--- config.mk ---
export PLATFORM = sky130hd
export DESIGN_NAME = evm_average_fec_rate_select
export DESIGN_NICKNAME = d
export VERILOG_FILES = /design/src/rtl/evm_avg_pkg.sv /design/src/rtl/evm_avg_cell.sv /design/src/rtl/evm_avg_div.sv /design/src/rtl/evm_average_fec_rate_select.sv
export SDC_FILE = /design/constraint.sdc
export NUM_CORES = 1
export LEC_CHECK = 0
export ABC_CLOCK_PERIOD_IN_PS = 4260
export BUFFER_PORTS_ARGS = -buffer_cell sky130_fd_sc_hd__buf_2
export CORE_MARGIN = 10
export CORE_UTILIZATION = 55
export DETAILED_ROUTE_END_ITERATION = 16
export PLACE_DENSITY = 0.78
export SETUP_SLACK_MARGIN = 0.4
export SYNTH_ARGS = -nofsm -noshare
export SYNTH_HDL_FRONTEND = slang
export SYNTH_HIERARCHICAL = 1
export SYNTH_SLANG_ARGS = --single-unit
--- constraint.sdc ---
create_clock -name clk_i -period 4.26 [get_ports clk_i]
set_input_delay 0.213 -clock clk_i [delete_from_list [all_inputs] [get_ports clk_i]]
set_output_delay 0.213 -clock clk_i [all_outputs]
set_load 0.02 [all_outputs]
--- src/rtl/evm_avg_pkg.sv ---
`default_nettype none

package evm_avg_pkg;

  // Q8.8 dB sample width
  localparam int unsigned SAMPLE_W = 16;
  localparam int unsigned CFG_IDX_W = 1;

  // Reset values of the thresholds: -15.0 dB and -20.0 dB in Q8.8
  localparam logic signed [SAMPLE_W-1:0] UPPER_RST = -16'sd3840;
  localparam logic signed [SAMPLE_W-1:0] LOWER_RST = -16'sd5120;

  typedef enum logic [1:0] {
    RATE_HALF  = 2'd0,
    RATE_3_4   = 2'd1,
    RATE_7_8   = 2'd2
  } rate_e;

  typedef enum logic [CFG_IDX_W-1:0] {
    REG_UPPER = 1'b0,
    REG_LOWER = 1'b1
  } cfg_reg_e;

  // transmit code info riding along the pipeline
  typedef struct packed {
    logic [1:0] code;
    logic       changed;
  } tx_info_t;

endpackage

`default_nettype wire

--- src/rtl/evm_avg_cell.sv ---
`default_nettype none

module evm_avg_cell
  import evm_avg_pkg::*;
(
  input  wire logic                clk_i,
  input  wire logic                rst_ni,
  input  wire logic                en_i,
  input  wire logic [SAMPLE_W-1:0] d_i,
  output logic      [SAMPLE_W-1:0] q_o
);

  logic [SAMPLE_W-1:0] val_q;
  logic [SAMPLE_W-1:0] val_d;

  assign val_d = en_i ? d_i : val_q;

  always_ff @(posedge clk_i or negedge rst_ni) begin
    if (!rst_ni) begin
      val_q <= '0;
    end else begin
      val_q <= val_d;
    end
  end

  assign q_o = val_q;

endmodule

`default_nettype wire

--- src/rtl/evm_avg_div.sv ---
`default_nettype none

// floor(sum / WINDOW) by reciprocal multiply; one registered product stage.
// The sum is biased by 32768*WINDOW so the dividend is never negative,
// and the bias comes back out as a flip of the quotient MSB.
module evm_avg_div
  import evm_avg_pkg::*;
#(
  parameter int unsigned WINDOW = 16
) (
  input  wire logic                                      clk_i,
  input  wire logic                                      en_i,
  input  wire logic [SAMPLE_W+$clog2(WINDOW)-1:0]        sum_i,
  output logic      [SAMPLE_W-1:0]                       avg_o
);

  localparam int unsigned L   = $clog2(WINDOW);
  localparam int unsigned N   = SAMPLE_W + L;
  localparam int unsigned K   = N + L;
  localparam int unsigned M_W = N + 1;
  localparam int unsigned P_W = N + M_W;

  localparam logic [63:0] MULT_FULL =
    ((64'd1 << K) + 64'(WINDOW) - 64'd1) / 64'(WINDOW);
  localparam logic [63:0] OFF_FULL  = 64'(WINDOW) << (SAMPLE_W - 1);

  localparam logic [M_W-1:0] MULT = MULT_FULL[M_W-1:0];
  localparam logic [N-1:0]   OFF  = OFF_FULL[N-1:0];

  logic [N-1:0]        biased;
  logic [P_W-1:0]      prod_d;
  logic [P_W-1:0]      prod_q;
  logic [SAMPLE_W-1:0] quot;

  assign biased = sum_i + OFF;
  assign prod_d = P_W'(biased) * P_W'(MULT);

  always_ff @(posedge clk_i) begin
    if (en_i) begin
      prod_q <= prod_d;
    end
  end

  assign quot  = prod_q[K +: SAMPLE_W];
  assign avg_o = {~quot[SAMPLE_W-1], quot[SAMPLE_W-2:0]};

endmodule

`default_nettype wire

--- src/rtl/evm_average_fec_rate_select.sv ---
// Moving-average EVM code rate selection. Each accepted beat is one event:
// a timeout (kind 0) is taken and dropped, a frame (kind 1) pushes its EVM
// sample (0 when sample_valid is low) into a WINDOW-long chain of history
// cells, updates a running sum and yields exactly one result: the floored
// average, the receive rate request from the two threshold registers, and
// the transmit code after adopting a valid peer request. One beat is taken
// every cycle while in_stall_o is low; a frame's result is registered
// through sum update, reciprocal multiply and threshold compare, and the
// pipeline holds up to three results, stalling input only when all are full.
// Throughput is set by the running-sum loop: one cell shift and one add per
// cycle. Thresholds go through the plain write port (index 0 upper, 1 lower);
// the user must write them only while no result is pending; not enforced.
`default_nettype none

module evm_average_fec_rate_select
  import evm_avg_pkg::*;
#(
  parameter int unsigned WINDOW = 16
) (
  input  wire logic                       clk_i,
  input  wire logic                       rst_ni,
  // configuration
  input  wire logic                       cfg_we_i,
  input  wire logic [CFG_IDX_W-1:0]       cfg_idx_i,
  input  wire logic [SAMPLE_W-1:0]        cfg_data_i,
  // event beats
  input  wire logic                       in_valid_i,
  output logic                            in_stall_o,
  input  wire logic                       kind_i,
  input  wire logic signed [SAMPLE_W-1:0] evm_sample_i,
  input  wire logic                       sample_valid_i,
  input  wire logic                       peer_valid_i,
  input  wire logic [7:0]                 peer_code_i,
  // result beats
  output logic                            out_valid_o,
  input  wire logic                       out_stall_i,
  output logic [1:0]                      rx_request_o,
  output logic [1:0]                      tx_code_o,
  output logic                            tx_changed_o,
  output logic signed [SAMPLE_W-1:0]      average_evm_o
);

  localparam int unsigned SUM_W = SAMPLE_W + $clog2(WINDOW);
  localparam int unsigned EXT_W = SUM_W - SAMPLE_W;

  // ---------------------------------------------------------------------
  // Threshold registers
  // ---------------------------------------------------------------------
  logic signed [SAMPLE_W-1:0] upper_q, upper_d;
  logic signed [SAMPLE_W-1:0] lower_q, lower_d;

  always_comb begin
    upper_d = upper_q;
    lower_d = lower_q;
    if (cfg_we_i) begin
      unique case (cfg_reg_e'(cfg_idx_i))
        REG_UPPER: upper_d = cfg_data_i;
        REG_LOWER: lower_d = cfg_data_i;
        default:   ;
      endcase
    end
  end

  // ---------------------------------------------------------------------
  // Pipeline handshake: a stage moves when the one after it is free
  // ---------------------------------------------------------------------
  logic s1_vld_q, s1_vld_d;
  logic s2_vld_q, s2_vld_d;
  logic out_vld_q, out_vld_d;
  logic out_ready, s2_ready, s1_ready;
  logic beat_in, frame_in;

  assign out_ready = !out_vld_q || !out_stall_i;
  assign s2_ready  = !s2_vld_q || out_ready;
  assign s1_ready  = !s1_vld_q || s2_ready;

  assign in_stall_o = !s1_ready;
  assign beat_in    = in_valid_i && s1_ready;
  assign frame_in   = beat_in && kind_i;

  assign s1_vld_d  = s1_ready  ? frame_in : s1_vld_q;
  assign s2_vld_d  = s2_ready  ? s1_vld_q : s2_vld_q;
  assign out_vld_d = out_ready ? s2_vld_q : out_vld_q;

  // ---------------------------------------------------------------------
  // History chain: cell 0 takes the new sample, the last cell is oldest
  // ---------------------------------------------------------------------
  logic [SAMPLE_W-1:0] sample;
  logic [SAMPLE_W-1:0] tap [WINDOW];

  assign sample = sample_valid_i ? evm_sample_i : '0;

  for (genvar i = 0; i < WINDOW; i++) begin : g_cell
    if (i == 0) begin : g_head
      evm_avg_cell u_cell (
        .clk_i  (clk_i),
        .rst_ni (rst_ni),
        .en_i   (frame_in),
        .d_i    (sample),
        .q_o    (tap[i])
      );
    end else begin : g_body
      evm_avg_cell u_cell (
        .clk_i  (clk_i),
        .rst_ni (rst_ni),
        .en_i   (frame_in),
        .d_i    (tap[i-1]),
        .q_o    (tap[i])
      );
    end
  end

  // Running sum, exact in SUM_W bits (wraps only in intermediate terms)
  logic [SUM_W-1:0]    sum_q, sum_d, sum_new;
  logic [SAMPLE_W-1:0] oldest;

  assign oldest  = tap[WINDOW-1];
  assign sum_new = sum_q + {{EXT_W{sample[SAMPLE_W-1]}}, sample}
                         - {{EXT_W{oldest[SAMPLE_W-1]}}, oldest};
  assign sum_d   = frame_in ? sum_new : sum_q;

  // ---------------------------------------------------------------------
  // Transmit code: adopt a valid, known and different peer request
  // ---------------------------------------------------------------------
  logic [1:0] cur_tx_q, cur_tx_d;
  logic       peer_hit;
  tx_info_t   tx_now;

  assign peer_hit = peer_valid_i && (peer_code_i <= 8'(RATE_7_8))
                    && (peer_code_i[1:0] != cur_tx_q);
  assign tx_now.code    = peer_hit ? peer_code_i[1:0] : cur_tx_q;
  assign tx_now.changed = peer_hit;
  assign cur_tx_d       = frame_in ? tx_now.code : cur_tx_q;

  // ---------------------------------------------------------------------
  // Stage 1: sum snapshot; stage 2: product; out: compare
  // ---------------------------------------------------------------------
  logic [SUM_W-1:0]    s1_sum_q;
  tx_info_t            s1_tx_q, s2_tx_q;
  logic                s2_en, out_en;
  logic [SAMPLE_W-1:0] avg;
  rate_e               rx_sel;

  assign s2_en  = s1_vld_q && s2_ready;
  assign out_en = s2_vld_q && out_ready;

  evm_avg_div #(
    .WINDOW (WINDOW)
  ) u_div (
    .clk_i  (clk_i),
    .en_i   (s2_en),
    .sum_i  (s1_sum_q),
    .avg_o  (avg)
  );

  always_comb begin
    if ($signed(avg) > upper_q) begin
      rx_sel = RATE_HALF;
    end else if ($signed(avg) > lower_q) begin
      rx_sel = RATE_3_4;
    end else begin
      rx_sel = RATE_7_8;
    end
  end

  logic [1:0]          rx_q;
  tx_info_t            out_tx_q;
  logic [SAMPLE_W-1:0] avg_q;

  // payload registers
  always_ff @(posedge clk_i) begin
    if (frame_in) begin
      s1_sum_q <= sum_new;
      s1_tx_q  <= tx_now;
    end
    if (s2_en) begin
      s2_tx_q <= s1_tx_q;
    end
    if (out_en) begin
      rx_q     <= rx_sel;
      out_tx_q <= s2_tx_q;
      avg_q    <= avg;
    end
  end

  // control and state registers
  always_ff @(posedge clk_i or negedge rst_ni) begin
    if (!rst_ni) begin
      upper_q   <= UPPER_RST;
      lower_q   <= LOWER_RST;
      sum_q     <= '0;
      cur_tx_q  <= RATE_HALF;
      s1_vld_q  <= 1'b0;
      s2_vld_q  <= 1'b0;
      out_vld_q <= 1'b0;
    end else begin
      upper_q   <= upper_d;
      lower_q   <= lower_d;
      sum_q     <= sum_d;
      cur_tx_q  <= cur_tx_d;
      s1_vld_q  <= s1_vld_d;
      s2_vld_q  <= s2_vld_d;
      out_vld_q <= out_vld_d;
    end
  end

  assign out_valid_o   = out_vld_q;
  assign rx_request_o  = rx_q;
  assign tx_code_o     = out_tx_q.code;
  assign tx_changed_o  = out_tx_q.changed;
  assign average_evm_o = avg_q;

`ifndef SYNTHESIS
  // a timeout beat must not touch the running sum
  assert property (@(posedge clk_i) disable iff (!rst_ni)
    (in_valid_i && !in_stall_o && !kind_i) |=> $stable(sum_q))
    else $error("running sum moved on a timeout beat");

  // an accepted frame always lands in stage 1
  assert property (@(posedge clk_i) disable iff (!rst_ni)
    (in_valid_i && !in_stall_o && kind_i) |=> s1_vld_q)
    else $error("frame beat lost at pipeline entry");

  // current transmit code stays one of the three rates
  assert property (@(posedge clk_i) disable iff (!rst_ni)
    cur_tx_q != 2'd3)
    else $error("transmit code left the valid range");

  // a reported change must match the code then in force at that frame
  assert property (@(posedge clk_i) disable iff (!rst_ni)
    (frame_in && peer_hit) |=> (cur_tx_q == $past(peer_code_i[1:0])))
    else $error("peer code not adopted");
`endif

endmodule

`default_nettype wire

# == Word level (Yosys, flattened, before mapping) ==
# Cells that the tools add are included.
# totals
reg_bits,380
latch_bits,0
ram_bits,0
rom_bits,0
inputBits,49
out_inout_bits,23
elab_cells,61
memories,0
# classes
n_addsub,3
mul,0
n_div,0
magnitude_cmp,3
n_eq_ne,1
shifts,0
n_mux,3
n_bitwise,2
reduce_logical,16
# op_table
op,n
> comparator 16 bit,2
adder 20 bit,1
adder 20 bit (second input constant),1
subtractor 20 bit,1
2-to-1 mux 16 bit,1
<= comparator 8 x 2 -> 1 bit (second input constant),1
logical AND 1 bit,6
logical NOT 1 bit,5
2-to-1 mux 2 bit,2
AND reduction 2 bit,2
logical OR 1 bit,3
!= test 2 bit,1
inverter 1 bit,2

# == Logic depth before layout (Yosys ltp) ==
# depth
depth_word,6
mapped_depth,12
mapped_depth_nobuf,11

# == By module ==
# The synthesis kept the hierarchy.
# by_module_without_submodules
module,n_inst,cells_per_inst,area_each_um2,seq_area_each_um2
evm_avg_cell,16,34,649.4,400.4
evm_average_fec_rate_select,1,575,6123.4,2850.2
evm_avg_div,1,33,600.6,480.5

# == Worst setup path before layout ==
# No wires, ideal clock.
# synth_timing
path_type,register -> register
startpoint,reg out_vld_q (netlist: out_valid_o)
endpoint,reg g_cell[0].g_head.u_cell.val_q[10]
setup_ns,0.125
arrival_ns,3.419
required_ns,4.135
setup_slack_ns,0.716
stages_incl_launch_ff,9
path_buffers,4
period_less_slack_ns,3.544
path_cell_list,dfrtp_1 -> nand4_1 -> nand3_1 -> inv_1 -> clkbuf_1 -> clkbuf_1 -> buf_6 -> buf_12 -> mux2_4
# synth_between
elab_chain_cells,6
# synth_lines
item,line_no,text
start: declaration,evm_average_fec_rate_select.sv:69,"logic out_vld_q, out_vld_d;"
start signal: assignment,evm_average_fec_rate_select.sv:203,out_vld_q <= out_vld_d;
logical NOT 1 bit,evm_average_fec_rate_select.sv:73,assign out_ready = !out_vld_q || !out_stall_i;
logical OR 1 bit,evm_average_fec_rate_select.sv:73,
logical OR 1 bit,evm_average_fec_rate_select.sv:74,assign s2_ready = !s2_vld_q || out_ready;
logical OR 1 bit,evm_average_fec_rate_select.sv:75,assign s1_ready = !s1_vld_q || s2_ready;
logical AND 1 bit,evm_average_fec_rate_select.sv:78,assign beat_in = in_valid_i && s1_ready;
logical AND 1 bit,evm_average_fec_rate_select.sv:79,assign frame_in = beat_in && kind_i;
net frame_in,evm_average_fec_rate_select.sv:71,"logic beat_in, frame_in;"
end signal: assignment,evm_avg_cell.sv:22,val_q <= val_d;
end: declaration,evm_avg_cell.sv:13,logic [SAMPLE_W-1:0] val_q;
# The timed path passes the listed nets, and every way through them passes these cells.
# A chain may end at the register's enable or synchronous reset.

# == Final worst setup path ==
# layout_timing
startpoint,reg g_cell[15].g_body.u_cell.val_q[15]
endpoint,"reg s1_sum_q[19], data pin"
# layout_between
elab_chain_cells,1
# layout_lines
item,line_no,text
start: declaration,evm_avg_cell.sv:13,
start signal: assignment,evm_avg_cell.sv:22,
subtractor 20 bit,evm_average_fec_rate_select.sv:119,"- {{EXT_W{oldest[SAMPLE_W-1]}}, oldest};"
net sum_new[19],evm_average_fec_rate_select.sv:114,"logic [SUM_W-1:0] sum_q, sum_d, sum_new;"
end signal: assignment,evm_average_fec_rate_select.sv:173,s1_sum_q <= sum_new;
end: declaration,evm_average_fec_rate_select.sv:138,logic [SUM_W-1:0] s1_sum_q;
# The timed path passes the listed nets, and every way through them passes these cells.

==> impl_metrics.env <==
export IMPL_outcome="finished clean"
export IMPL_htree_levels=2
export IMPL_path_class="reg -> reg"
export IMPL_die_w_um=195.8
export IMPL_dpl_hpwl_um=17960
export IMPL_synthToLayoutAreaGrowth_pct=10.87
export IMPL_drt_total_wl_um=27380
export IMPL_cts_reportedPaths_clkPinSlew_ns=0.06
export IMPL_min_period_ns=3.108
export IMPL_crit_path_max_fanout=7
export IMPL_grt_antenna_before_repair=0
export IMPL_first_pass_iters=4
export IMPL_r2r_end="s1_sum_q[19]$_DFFE_PP_"
export IMPL_finalCritPeriodShare=0.7297
export IMPL_slowest_stage="fa_1"
export IMPL_drt_iter0_markers=424
export IMPL_wl_per_cell_um=16.53
export IMPL_syn_avg_cell_area_um2=14.80
export IMPL_vdd_ir_drop_max_mv=0.5297
export IMPL_hold_class="in -> reg"
export IMPL_routabilityCongestion=0.8383
export IMPL_tightest_slew_ns=1.161
export IMPL_maxCapViolCount=0
export IMPL_fin_util=0.6176
export IMPL_start_util=0.5570
export IMPL_syn_inst=1148
export IMPL_cts_root_buffer="clkbuf_16"
export IMPL_portBuffers=71
export IMPL_synth_area_um2=16990
export IMPL_timing_slew_headroom=0.2214
export IMPL_drive_above_1_share=0.3561
export IMPL_io_pins=72
export IMPL_swShare=0.3091
export IMPL_crit_path_end="s1_sum_q[19]$_DFFE_PP_"
export IMPL_p_leak_nw=9.120
export IMPL_via_per_inst=5.212
export IMPL_cts_setup_buffers=0
export IMPL_dpl_cell_count=1565
export IMPL_numCtsBuffers=39
export IMPL_grtUsageTotal=0.1444
export IMPL_syn_num_nets=1269
export IMPL_grt_overflow=0
export IMPL_finalSetupViolCount=0
export IMPL_nNetsFinal=1351
export IMPL_cp_data_arrival_time_ns=3.38
export IMPL_pwr_share_comb=0.330
export IMPL_p_seq_frac=0.419
export IMPL_hold_ws_ns=0.06875
export IMPL_fp_dieH_um=195.8
export IMPL_stdcell_count=1657
export IMPL_rsz0062_at_grt="false"
export IMPL_diodes=0
export IMPL_yosysWarnings=6
export IMPL_r2r_cells=9
export IMPL_detailroute_via_count=8637
export IMPL_cp_end_kind="flop"
export IMPL_clk_latency_ns=0.53
export IMPL_totalNegativeSetupSlack_ns=0
export IMPL_num_rows=64
export IMPL_path_cells="fa_1 -> inv_1 -> ha_1 -> a21oi_1 -> o21bai_1 -> nor3_1 -> nor3b_1 -> nor4_1 -> xor2_1"
export IMPL_hold_viol_final=0
export IMPL_drc=0
export IMPL_grt_pass1_vias=9351
export IMPL_grt_pass1_wl_um=47070
export IMPL_fmax_mhz=321.7
export IMPL_clk_path_buf_depth=3
export IMPL_startpoint_type="flop"
export IMPL_critPathLaunch="g_cell[15].g_body.u_cell/q_o[15]$_DFFE_PN0P_"
export IMPL_clkSinkCount=372
export IMPL_p_int_mw=9.200
export IMPL_skew_ns=0.02009
export IMPL_coreArea_um2=30510
export IMPL_dieArea_um2=38330
export IMPL_cts_tree="done"
export IMPL_crit_reg2reg_launch="g_cell[15].g_body.u_cell/q_o[15]$_DFFE_PN0P_"
export IMPL_slew_violations=0
export IMPL_switchingPower_mw=4.116
export IMPL_slowest_delay_ns=0.54
export IMPL_cts_resized=0
export IMPL_pwr_share_clk=0.250
export IMPL_ant_nets=0
export IMPL_r2r_setup_slack_ns=1.15
export IMPL_grt_max_degree=129
export IMPL_power_mw=13.32
export IMPL_powerDensity_nw_per_um2=706.7
export IMPL_critPathRequiredTime_ns=4.53
[worst min-delay path by stage]
stage | end | slack (ns) | startpoint | depth (start not counted)
2_1_floorplan | cur_tx_q[0]$_DFFE_PN0P_ | -0.08 | rst_ni | 0
3_3_place_gp | tx_code_o[0]$_DFFE_PP_ | 0.40 | s2_tx_q[1]$_DFFE_PP_ | 0
3_5_place_dp | lower_q[12]$_DFFE_PN0P_ | 0.40 | rst_ni | 1
4_1_cts | s1_tx_q[2]$_DFFE_PP_ | 0.05 | peer_code_i[1] | 2
5_1_grt | s1_tx_q[2]$_DFFE_PP_ | 0.06 | peer_code_i[1] | 2
6_report | s1_tx_q[2]$_DFFE_PP_ | 0.07 | peer_code_i[1] | 2
[routing by layer]
layer / share of wire / global-route usage / vias to the layer above
met5: 0 / 0 / -
met4: 0.021 / 0.04412 / 0
met3: 0.039 / 0.02728 / 46
met2: 0.47 / 0.2313 / 133
met1: 0.47 / 0.1957 / 4353
li1: - / - / 4105
[flip-flops by register name, indices dropped and copies added (netlist names), 16 cells and up]
name / cells
s1_sum_q: 16
lower_q: 16
u_div/prod_q: 16
average_evm_o: 16
g_cell.g_body.u_cell/q_o: 240
upper_q: 16
g_cell.g_head.u_cell/q_o: 16
sum_q: 20
[stage by stage]
step | area (um2) | setup slack [ns]
CTS | 18840 | 1.207
detailed placement | 17350 | 0.7733
global route | 18840 | 0.8614
finish | 18840 | 1.152
floorplan | 16990 | 0.8298
global placement | 17350 | 0.9022
[what timing repair did]
| action | CTS | global route |
|---|---|---|
| hold buffers | 20 | 0 |
| endpoints found under the setup margin | 0 | 0 |
| hold endpoints to repair | 149 | 0 |
[critical path, delay by kind of cell, from the launching register on]
family / cells / cell delay [ns]
AO/OA/AOI/OAI: 2 / 0.65
XOR/XNOR: 1 / 0.15
adder cells (fa/ha/maj): 2 / 0.89
buffers and inverters: 1 / 0.04
flip-flops: 1 / 0.50
AND/OR/NAND/NOR: 3 / 0.62
[cells in the final DEF, fill, tap and decap left out, types with 3 or more instances in the layout]
master	n
nor2_1	14
clkbuf_1	5
nand4_1	9
o21a_1	4
nand2b_1	3
a21o_1	14
clkbuf_8	6
and2_1	3
mux2_2	125
xor2_1	8
dfrtp_1	303
buf_2	70
edfxtp_1	59
buf_12	6
nor3_1	5
dlygate4sd3_1	20
inv_6	4
clkinv_2	9
a31oi_1	4
inv_1	112
o211ai_1	6
a21oi_1	28
fa_1	19
ha_1	53
o21ai_0	31
buf_4	3
nand3_1	11
mux2_4	160
nand2_1	56
xnor2_1	13
clkbuf_16	40
dfstp_2	10
a211oi_1	4
[power by group through the flow]
stage                     Clock, mW  Combinational (mW)  Sequential (mW)
final                          3.33                4.40             5.58
after global routing           3.58                4.89             5.73
after CTS                      3.42                4.40             5.59
after detailed placement          0                4.33             5.63
after global placement            0                4.20             5.58
after floorplan                   0                3.57             5.42
[final cells by class]
| cell class | count | area, um2 |
|---|---|---|
| Timing Repair Buffer | 100 | 708.2 |
| Inverter | 113 | 431.7 |
| Sequential cell | 372 | 9617 |
| Clock buffer | 51 | 1102 |
| Clock inverter | 21 | 186.4 |
| Multi-Input combinational cell | 604 | 6301 |
| Tap cell | 396 | 495.5 |
| Fill cell | 2187 | 11670 |
Power figures use the tool's default switching activity.
